`src/olir_pkg.sv`:
```
package olir_pkg;

  // field widths fixed by the transaction format
  localparam int KEY_W    = 32;
  localparam int POS_W    = 4;
  localparam int COUNT_W  = 5;
  localparam int STATUS_W = 2;
  localparam int MODE_W   = 2;

  localparam int CAPACITY_DEFAULT = 16;

  typedef logic [MODE_W-1:0]   mode_t;
  typedef logic [STATUS_W-1:0] status_t;

  // operation codes
  localparam mode_t MODE_APPEND = 2'd0;
  localparam mode_t MODE_FRONT  = 2'd1;
  localparam mode_t MODE_REMOVE = 2'd2;
  localparam mode_t MODE_CLEAR  = 2'd3;

  // status codes
  localparam status_t STATUS_DONE  = 2'd0;
  localparam status_t STATUS_FULL  = 2'd1;
  localparam status_t STATUS_NOPOS = 2'd2;

  // control broadcast from the top level to every cell
  typedef struct packed {
    logic             en;
    mode_t            mode;
    logic             ins_ok;
    logic             rem_ok;
    logic [KEY_W-1:0] key;
    logic [POS_W-1:0] position;
  } olir_ctl_t;

endpackage

```
`src/olir_if.sv`:
```
// operation channel
interface olir_op_if;
  import olir_pkg::*;
  logic             valid;
  logic             ready;
  mode_t            mode;
  logic [KEY_W-1:0] key_value;
  logic [POS_W-1:0] position;

  modport source (output valid, output mode, output key_value, output position,
                  input ready);
  modport sink   (input valid, input mode, input key_value, input position,
                  output ready);
endinterface

// result channel
interface olir_res_if;
  import olir_pkg::*;
  logic               valid;
  logic               ready;
  status_t            status;
  logic [COUNT_W-1:0] element_count;
  logic [KEY_W-1:0]   removed_key;
  logic [KEY_W-1:0]   front_key;

  modport source (output valid, output status, output element_count,
                  output removed_key, output front_key, input ready);
  modport sink   (input valid, input status, input element_count,
                  input removed_key, input front_key, output ready);
endinterface

```
`src/olir_cell.sv`:
```
module olir_cell
  import olir_pkg::*;
#(
  parameter int IDX = 0,
  parameter int CW  = 5
) (
  input  logic             clk,
  input  olir_ctl_t        ctl,
  input  logic [CW-1:0]    count,
  input  logic [KEY_W-1:0] left_key,
  input  logic [KEY_W-1:0] right_key,
  output logic [KEY_W-1:0] key,
  output logic [KEY_W-1:0] key_next
);

  // cells past the reach of the position field always sit after the hole
  localparam logic             BEYOND_POS = (IDX >= (1 << POS_W));
  localparam logic [POS_W-1:0] IDX_P      = POS_W'(IDX);
  localparam logic [CW-1:0]    IDX_C      = CW'(IDX);

  logic at_or_after;

  assign at_or_after = BEYOND_POS || (IDX_P >= ctl.position);

  // choose own, left or right neighbour, or the new key
  always_comb begin
    key_next = key;
    if (ctl.en) begin
      case (ctl.mode)
        MODE_APPEND: begin
          if (ctl.ins_ok && (count == IDX_C)) key_next = ctl.key;
        end
        MODE_FRONT: begin
          if (ctl.ins_ok) key_next = left_key;
        end
        MODE_REMOVE: begin
          if (ctl.rem_ok && at_or_after) key_next = right_key;
        end
        default: begin
          key_next = key;
        end
      endcase
    end
  end

  // key storage
  always_ff @(posedge clk) begin
    key <= key_next;
  end

endmodule

```
`src/ordered_list_insert_remove_unit.sv`:
```
// Ordered key store, kept as a row of cells with the front at cell 0.
// Channel "op" carries one operation per transaction: append at back,
// insert at front, remove at a position, or clear. Channel "result"
// returns one transaction per operation with status, new element count
// (low five bits), removed key and front key.
// The result is presented in the cycle after the operation is taken.
// Throughput: one operation per cycle unless stalled; every cell loads
// its next key from itself, a neighbour or the new key at the same edge,
// so the row is updated at once and the next operation sees the new order.
// The removed key is selected from the first sixteen cells at most.
// Reset clears the element count and empties the result register; stored
// keys are not cleared, since only cells below the count are ever read.
// When the receiver stalls the result is held, and a new operation is
// taken only in a cycle in which the held result is taken too.
module ordered_list_insert_remove_unit
  import olir_pkg::*;
#(
  parameter int CAPACITY = CAPACITY_DEFAULT
) (
  input  logic  clk,
  input  logic  rst,
  olir_op_if.sink    op,
  olir_res_if.source result
);

  localparam int CW    = $clog2(CAPACITY + 1);
  localparam int PCW   = (CW > POS_W) ? CW : POS_W;
  localparam int EW    = (CW > COUNT_W) ? CW : COUNT_W;
  localparam int SEL_N = (CAPACITY < (1 << POS_W)) ? CAPACITY : (1 << POS_W);

  logic [CW-1:0]    count;
  logic [CW-1:0]    count_next;
  logic             full;
  logic             pos_ok;
  logic             accept;
  olir_ctl_t        ctl;
  logic [KEY_W-1:0] cell_key      [CAPACITY];
  logic [KEY_W-1:0] cell_key_next [CAPACITY];
  logic [KEY_W-1:0] selected;
  status_t          status_next;
  logic [KEY_W-1:0] removed_next;
  logic [KEY_W-1:0] front_next;
  logic [EW-1:0]    count_wide;

  logic               res_valid;
  status_t            res_status;
  logic [COUNT_W-1:0] res_count;
  logic [KEY_W-1:0]   res_removed;
  logic [KEY_W-1:0]   res_front;

  // handshake
  assign op.ready = !res_valid || result.ready;
  assign accept   = op.valid && op.ready;

  // occupancy checks
  assign full   = (count == CW'(CAPACITY));
  assign pos_ok = (PCW'(op.position) < PCW'(count));

  // broadcast to the cells
  always_comb begin
    ctl.en       = accept;
    ctl.mode     = op.mode;
    ctl.ins_ok   = !full;
    ctl.rem_ok   = pos_ok;
    ctl.key      = op.key_value;
    ctl.position = op.position;
  end

  // row of cells, each linked to both neighbours
  for (genvar i = 0; i < CAPACITY; i++) begin : g_cell
    logic [KEY_W-1:0] left_key;
    logic [KEY_W-1:0] right_key;

    if (i == 0) begin : g_first
      assign left_key = op.key_value;
    end else begin : g_mid_left
      assign left_key = cell_key[i-1];
    end

    if (i == CAPACITY - 1) begin : g_last
      assign right_key = cell_key[i];
    end else begin : g_mid_right
      assign right_key = cell_key[i+1];
    end

    olir_cell #(
      .IDX (i),
      .CW  (CW)
    ) u_cell (
      .clk       (clk),
      .ctl       (ctl),
      .count     (count),
      .left_key  (left_key),
      .right_key (right_key),
      .key       (cell_key[i]),
      .key_next  (cell_key_next[i])
    );
  end

  // key at the requested position
  always_comb begin
    selected = '0;
    for (int j = 0; j < SEL_N; j++) begin
      if (op.position == POS_W'(j)) selected = cell_key[j];
    end
  end

  // count update and result fields
  always_comb begin
    count_next   = count;
    status_next  = STATUS_DONE;
    removed_next = '0;
    case (op.mode)
      MODE_APPEND, MODE_FRONT: begin
        if (full) status_next = STATUS_FULL;
        else count_next = count + CW'(1);
      end
      MODE_REMOVE: begin
        if (!pos_ok) begin
          status_next = STATUS_NOPOS;
        end else begin
          count_next   = count - CW'(1);
          removed_next = selected;
        end
      end
      default: begin
        count_next = '0;
      end
    endcase
    front_next = (count_next != '0) ? cell_key_next[0] : '0;
    count_wide = EW'(count_next);
  end

  // element count
  always_ff @(posedge clk) begin
    if (rst) begin
      count <= '0;
    end else if (accept) begin
      count <= count_next;
    end
  end

  // result register
  always_ff @(posedge clk) begin
    if (rst) begin
      res_valid <= 1'b0;
    end else if (accept) begin
      res_valid <= 1'b1;
    end else if (result.ready) begin
      res_valid <= 1'b0;
    end
  end

  always_ff @(posedge clk) begin
    if (accept) begin
      res_status  <= status_next;
      res_count   <= count_wide[COUNT_W-1:0];
      res_removed <= removed_next;
      res_front   <= front_next;
    end
  end

  assign result.valid         = res_valid;
  assign result.status        = res_status;
  assign result.element_count = res_count;
  assign result.removed_key   = res_removed;
  assign result.front_key     = res_front;

  // checks
  a_count_bound: assert property (@(posedge clk) disable iff (rst)
    count <= CW'(CAPACITY))
    else $error("element count above capacity");

  a_full_drop: assert property (@(posedge clk) disable iff (rst)
    accept && full && (op.mode == MODE_APPEND || op.mode == MODE_FRONT)
      |=> $stable(count))
    else $error("insert into full store changed the count");

  a_clear: assert property (@(posedge clk) disable iff (rst)
    accept && (op.mode == MODE_CLEAR) |=> (count == '0))
    else $error("clear left entries behind");

  a_result_after_accept: assert property (@(posedge clk) disable iff (rst)
    accept |=> res_valid)
    else $error("accepted transaction produced no result");

  a_bad_remove: assert property (@(posedge clk) disable iff (rst)
    accept && (op.mode == MODE_REMOVE) && !pos_ok
      |=> $stable(count) && (res_status == STATUS_NOPOS))
    else $error("remove beyond count altered the store");

endmodule
```
`src/flat_wrapper.sv`:
```
// flat-port wrapper written by rule: the top's interface ports become plain ports
module ordered_list_insert_remove_unit_flat import olir_pkg::*;
#(
  parameter int CAPACITY = CAPACITY_DEFAULT
)
  (clk, rst, op_valid, op_mode, op_key_value, op_position, op_ready, result_valid, result_status, result_element_count, result_removed_key, result_front_key, result_ready);
  olir_op_if op_i ();
  olir_res_if result_i ();
  input  logic clk;
  input  logic rst;
  input wire logic [$bits(op_i.valid)-1:0] op_valid;
  input wire logic [$bits(op_i.mode)-1:0] op_mode;
  input wire logic [$bits(op_i.key_value)-1:0] op_key_value;
  input wire logic [$bits(op_i.position)-1:0] op_position;
  output wire logic [$bits(op_i.ready)-1:0] op_ready;
  output wire logic [$bits(result_i.valid)-1:0] result_valid;
  output wire logic [$bits(result_i.status)-1:0] result_status;
  output wire logic [$bits(result_i.element_count)-1:0] result_element_count;
  output wire logic [$bits(result_i.removed_key)-1:0] result_removed_key;
  output wire logic [$bits(result_i.front_key)-1:0] result_front_key;
  input wire logic [$bits(result_i.ready)-1:0] result_ready;
  assign op_i.valid = op_valid;
  assign op_i.mode = op_mode;
  assign op_i.key_value = op_key_value;
  assign op_i.position = op_position;
  assign op_ready = op_i.ready;
  assign result_valid = result_i.valid;
  assign result_status = result_i.status;
  assign result_element_count = result_i.element_count;
  assign result_removed_key = result_i.removed_key;
  assign result_front_key = result_i.front_key;
  assign result_i.ready = result_ready;
  ordered_list_insert_remove_unit #(.CAPACITY(CAPACITY)) u_core (.clk(clk), .rst(rst), .op(op_i), .result(result_i));
endmodule
```
`config.mk`:
```
export PLATFORM = sky130hd
export DESIGN_NAME = ordered_list_insert_remove_unit_flat
export DESIGN_NICKNAME = d
export VERILOG_FILES = /design/src/olir_pkg.sv /design/src/olir_if.sv /design/src/olir_cell.sv /design/src/ordered_list_insert_remove_unit.sv /design/src/flat_wrapper.sv
export SDC_FILE = /design/constraint.sdc
export NUM_CORES = 1
export LEC_CHECK = 0
export BUFFER_PORTS_ARGS = -buffer_cell sky130_fd_sc_hd__buf_2
export CORE_MARGIN = 2
export CORE_UTILIZATION = 46
export CTS_CLUSTER_SIZE = 30
export DETAILED_ROUTE_END_ITERATION = 16
export SETUP_SLACK_MARGIN = 0.2
export SYNTH_ARGS = -nofsm -noshare
export SYNTH_HDL_FRONTEND = slang
export SYNTH_SLANG_ARGS = --single-unit
```
`constraint.sdc`:
```
create_clock -name clk -period 7.4 [get_ports clk]
set_input_delay 0.74 -clock clk [delete_from_list [all_inputs] [get_ports clk]]
set_output_delay 0.74 -clock clk [all_outputs]
set_load 0.01 [all_outputs]
```
==> results of run 1 <==
[sequential cells by signal (all words and copies together), names as in the netlist]
register	cells
u_core.result.valid	1
u_core.count	5
u_core.g_cell.u_cell.key	512
u_core.result.removed_key	32
u_core.result.front_key	32
u_core.result.status	2
u_core.result.element_count	5
[stage by stage]
step	hold slack, ns	cells	util	instance area, um^2
global route	0.392	3931	0.513	35900
global placement	0.540	3813	0.483	33800
detailed placement	0.557	3813	0.483	33800
CTS	0.367	3931	0.513	35900
finish	0.377	3934	0.513	35900
floorplan	0.484	3014	-	32600
[final timing paths]
path | from | to | slack, ns | cells past startpoint
setup / recovery | u_core.count[2]$_SDFFE_PP0P_ | u_core.g_cell[1].u_cell.key[18]$_DFFE_PP_ | 2.89 | 9
setup reg to reg | u_core.count[2]$_SDFFE_PP0P_ | u_core.g_cell[1].u_cell.key[18]$_DFFE_PP_ | 2.89 | 9
hold / removal | op_valid | u_core.result.valid$_SDFFE_PP0P_ | 0.38 | 3
hold reg to reg | u_core.result.valid$_SDFFE_PP0P_ | u_core.result.valid$_SDFFE_PP0P_ | 0.56 | 2
[cell usage after synthesis, drive strengths merged, types with 4 or more instances]
cell and n:
a21oi 570, edfxtp 551, a22oi 484, clkbuf 258, nor2 173, mux2 117
o21ai 97, nand2 88, buf 70, and3 65, o22ai 53, mux2i 47
nor3 45, dfxtp 38, nand2b 38, a2111o 33, o21ba 32, a221oi 26
a211oi 20, inv 20, a32oi 18, o221ai 18, ha 14, nand3 14
a311oi 13, nor2b 12, mux4 10, o221a 8, o31ai 8, o22a 7
and2 6, a31oi 5, or2 5, a222oi 4, a22o 4, o211ai 4
[where the power goes]
part,internal [mW],switching (mW)
combinational,0.524,0.961
clock,1.86,1.38
sequential,4.02,0.286
[layout make-up]
class,instances,area share
inverter,22,0.00237
clock buffer,92,0.0519
timing repair buffer,187,0.0328
clock inverter,26,0.00543
sequential,589,0.482
antenna,3,0.000209
tap,940,0.0327
multi-input combinational,2075,0.393
[placed cells by master (no fill, tap or decap), drive strengths merged, types with 13 or more instances in the layout]
master  count
o21ai      97
edfxtp    551
and3       65
nand2b     38
o221ai     18
a221oi     26
clkbuf     92
buf       187
a32oi      18
inv        22
ha         14
clkinv     23
nand2      88
a21oi     570
a22oi     484
a311oi     13
o22ai      53
nor3       45
a2111o     33
a211oi     20
nand3      14
nor2      173
mux2i      47
dfxtp      38
mux2      117
o21ba      32
[cell families after synthesis]
group / count (synthesis) / share of synthesized area
compound gates: 1428 / 0.290
flops: 589 / 0.531
simple gates: 457 / 0.0670
buf+inv: 350 / 0.0445
mux: 174 / 0.0618
fa+ha+maj: 14 / 0.00538
xor+xnor: 2 / 0.000538
[worst register-to-register path: cells and delay by family (launching register included)]
| family | cells | cell delay [ns] |
|---|---|---|
| DFF | 1 | 0.71 |
| buffers and inverters | 2 | 0.68 |
| adders and majority gates | 1 | 0.34 |
| AOI/OAI and AO/OA | 4 | 1.72 |
| and+or+nand+nor | 2 | 0.68 |
[layer usage]
metal,part of all wire,vias up,wire length (um)
met4,0.071,0,8670
met3,0.085,302,10300
li1,-,11885,-
met1,0.38,13814,46800
met5,0,-,0
met2,0.46,1697,56100
==> impl_metrics.tcl, run 1 <==
set metrics [dict create \
    status "finished clean" \
    gp_congestion 0.956 \
    num_io_pins 115 \
    dr.pass1.iters 6 \
    grt_max_degree 227 \
    first_iter_violations 3997 \
    finalMaxSlewViolations 0 \
    path_class "flop to flop" \
    grt_overflow 0 \
    cts_sinks 589 \
    grt_pass1_vias 26473 \
    pre_cts_slack_ns 2.71 \
    cts_hold_buf 0 \
    core-area_um2 70000 \
    die-width_um 270 \
    max-vdd-ir-drop_mv 0.186 \
    fmax_ghz 0.222 \
    crit_chain "inv_1 -> ha_1 -> a211oi_2 -> o21a_1 -> nor3_1 -> a211o_1 -> or2_1 -> a221oi_4 -> buf_4" \
    drc 0 \
    synth_cell_types 76 \
    synthArstFlopShare 0 \
    hpwl_um 76900 \
    worstPathRequired_ns 7.66 \
    ctsResizeCount 0 \
    drv_cap 0 \
    yosysTopAreaCellShare 0.508 \
    finalCriticalPeriod_ns 4.51 \
    cp-end-kind "flop" \
    grt_pass1_wl_um 177000 \
    clk_latency_ns 0.62 \
    crit_family "compound AO/OA/AOI/OAI gates" \
    regArea_um2 17300 \
    cts_max_level 3 \
    cp_slowest_cell "dfxtp_1" \
    ys.flop_type "edfxtp_1" \
    clock_path_buffers 3 \
    post_route_cells_drive_above_1_share 0.152 \
    synth_enable_flop_cells 551 \
    yosysSeqAreaShare 0.531 \
    cts-root-buf "clkbuf_16" \
    vias 27698 \
    critPathLaunchType "flop" \
    route.detailed.wl_per_inst_um 31.0 \
    vias_per_cell 7.04 \
    nets 2999 \
    tritoncts "yes" \
    antenna_found_initial 3 \
    ys.warnings.count 0 \
    cts_buffers 68 \
    synth_nets 3070 \
    critPathArrivalTime_ns 4.76 \
    slowest_delay_ns 0.71 \
    busiest_layer "met2" \
    port_buffers 114 \
    synthTopCellsByArea "edfxtp_1 51%, a22oi_1 11%, a21oi_1 8.8%" \
    cellPowerDensity_nw_per_um2 252 \
    cp_num_buf_inv 2 \
    grt_use_met3 0.0437 \
    crit_path_max_fanout 25 \
    syn2layout_area_growth_pct 10.2 \
    relSlewSlack 0.0700 \
    die_area_um2 73000 \
    yosys.area.top_type "edfxtp_1" \
    start_util 0.465 \
    drt_wl_total_um 122000 \
    fin_skew_ns 0.0233 \
    grt_use_met2 0.511 \
    multiInputGateArea_um2 14100 \
    fp-row-count 97 \
    grtUsageMet1 0.422 \
    die_h_um 270 \
    clkTransAtPathRegs_ns 0.06 \
    synthesis.area_um2 32600 \
    setup_violations 0 \
    postRouteAntennaNets 0 \
    avgSynthCellArea_um2 10.8 \
    finalCritPeriodShare 0.609 \
    grt_setup_unrepaired "false" \
    synth_seq_cells 589 \
    grt_usage 0.324 \
    fillerInstances 6257 \
    setup_slack_ns 2.89 \
    hold_class "input port to flop" \
    finalSetupTns_ns 0 \
    finalPower_mw 9.04 \
    hold_viol 0 \
    syn_inst 3014 \
    max_slew.worst_pin.slew_ns 1.39 \
    leakage_nw 12.0 \
    postCtsSetupRepairBufs 0 \
]
No activity file was read; power rests on OpenSTA's default activity.
==> inputs of run 2 (changes only) <==
==> constraint.sdc (replaced) <==
create_clock -name clk -period 3.69 [get_ports clk]
set_input_delay 0.369 -clock clk [delete_from_list [all_inputs] [get_ports clk]]
set_output_delay 0.369 -clock clk [all_outputs]
set_load 0.01 [all_outputs]
==> impl_metrics.tcl, run 2 (same netlist as run 1, synthesis figures left out) <==
set metrics [dict create \
    vias_per_cell 7.02 \
    hold_viol 0 \
    multiInputGateArea_um2 14100 \
    largest-register "u_core.g_cell.u_cell.key" \
    grt_setup_unrepaired "false" \
    die-width_um 270 \
    max_slew.worst_pin.slew_ns 1.03 \
    leakage_nw 12.5 \
    crit_path_max_fanout 22 \
    largest_reg_flops 512 \
    max-vdd-ir-drop_mv 0.309 \
    cts_sinks 589 \
    drv_cap 0 \
    hold_class "input port to flop" \
    pwr-share-clk 0.376 \
    fp-row-count 97 \
    postRouteAntennaNets 0 \
    critPathArrivalTime_ns 3.60 \
    relSlewSlack 0.312 \
    grt_usage 0.321 \
    final_cell_mix "569 x a21oi_1, 551 x edfxtp_1, 484 x a22oi_1, 171 x nor2_1, 117 x mux2_2" \
    core-area_um2 70000 \
    cts_hold_buf 0 \
    drt_wl_total_um 121000 \
    port_buffers 114 \
    cts_max_level 3 \
    worstPathRequired_ns 3.96 \
    die_area_um2 73000 \
    fillerInstances 6085 \
    die_h_um 270 \
    finalSetupTns_ns 0 \
    cts-root-buf "clkbuf_16" \
    post-route-util 0.528 \
    clock_path_buffers 3 \
    grt_overflow 0 \
    finalCriticalPeriod_ns 3.33 \
    syn2layout_area_growth_pct 13.4 \
    first_iter_violations 4029 \
    path_class "flop to flop" \
    finalMaxSlewViolations 0 \
    finalPower_mw 18.8 \
    critPathLaunchType "flop" \
    p_int_mw 13.4 \
    cp-end-kind "flop" \
    switchingPower_mw 5.39 \
    fmax_ghz 0.300 \
    gp_congestion 0.897 \
    nets 3068 \
    setup_violations 0 \
    dr.pass1.iters 6 \
    route.detailed.wl_per_inst_um 30.2 \
    finalCritPeriodShare 0.902 \
    cts_buffers 71 \
    post_route_cells_drive_above_1_share 0.175 \
    clk_latency_ns 0.63 \
    seq_power_share 0.458 \
    start_util 0.465 \
    tritoncts "yes" \
    comb_power_share 0.165 \
    drc 0 \
    cellPowerDensity_nw_per_um2 508 \
    final_common_cell "a21oi_1" \
    switching_share 0.287 \
    grt_pass1_wl_um 176000 \
    num_io_pins 115 \
    fin_skew_ns 0.0305 \
    clkTransAtPathRegs_ns 0.06 \
    status "finished clean" \
    vias 28111 \
    regArea_um2 17300 \
    hpwl_um 76200 \
    grt_pass1_vias 26759 \
    antenna_found_initial 4 \
    hold-worst-slack_ns 0.0318 \
    grt_max_degree 186 \
]
[run 2: cell count changes in the layout (fill, tap and decap cells not counted), sizes merged]
cell | previous run | this run
buf | 187 | 253
bufinv | 3 | 7
clkbuf | 92 | 89
clkinv | 23 | 26
clkinvlp | 0 | 3
diode | 3 | 1
inv | 22 | 23
[run 2: cell type report]
cell class,instances,area share
Tap cell,940,0.0318
Clock buffer,89,0.0519
Inverter,22,0.00230
Multi-Input combinational cell,2075,0.382
Timing Repair Buffer,253,0.0531
Clock inverter,37,0.0102
Sequential cell,589,0.468
Antenna cell,1,0.0000677
[run 2: power by group through the flow]
| stage | sequential, mW | clock, mW | combinational, mW |
|---|---|---|---|
| floorplan | 8.50 | 0 | 2.01 |
| global placement | 8.70 | 0 | 2.98 |
| detailed placement | 8.71 | 0 | 3.05 |
| CTS | 8.58 | 7.13 | 3.06 |
| global route | 8.63 | 7.38 | 3.33 |
| finish | 8.60 | 7.06 | 3.10 |
[run 2: through the flow]
stage                     cell area [um^2]  cells  setup slack [ns]
after detailed placement             34600   3879             0.144
after global placement               34600   3879             0.187
after CTS                            36900   4005             0.209
after floorplan                      32700   3014             0.140
after global routing                 36900   4005             0.221
final                                36900   4006             0.361
[run 2: critical path, stage by stage (launching register included)]
cell	delay [ns]
dfxtp_1	0.42
inv_1	0.14
ha_1	0.21
a211oi_2	0.24
o21a_1	0.29
nor3_1	0.10
a211o_2	0.44
or2_2	0.50
a221oi_4	0.30
buf_8	0.31
[run 2: metal layers]
metal  track usage  up-vias  routed length, um
met5             0        -                 30
met4         0.221        4               9420
met3        0.0454      386              10800
met2         0.504     1712              55400
met1         0.412    13997              45400
li1              -    12012                  -
[run 2: worst paths after layout]
| path | start | endpoint | slack, ns | depth (start not counted) |
|---|---|---|---|---|
| worst max register to register | u_core.count[1]$_SDFFE_PP0P_ | u_core.g_cell[4].u_cell.key[13]$_DFFE_PP_ | 0.36 | 9 |
| worst max-delay path | u_core.count[1]$_SDFFE_PP0P_ | u_core.g_cell[4].u_cell.key[13]$_DFFE_PP_ | 0.36 | 9 |
| worst min register to register | u_core.count[1]$_SDFFE_PP0P_ | u_core.count[1]$_SDFFE_PP0P_ | 0.55 | 2 |
| worst min-delay path | op_valid | u_core.result.valid$_SDFFE_PP0P_ | 0.03 | 3 |
[run 2: repair_timing]
| item | 4_1_cts | 5_1_grt |
|---|---|---|
| endpoints found under the setup margin | 58 | 146 |
| setup buffers | 0 | 0 |
| resized for setup | 4 | 12 |
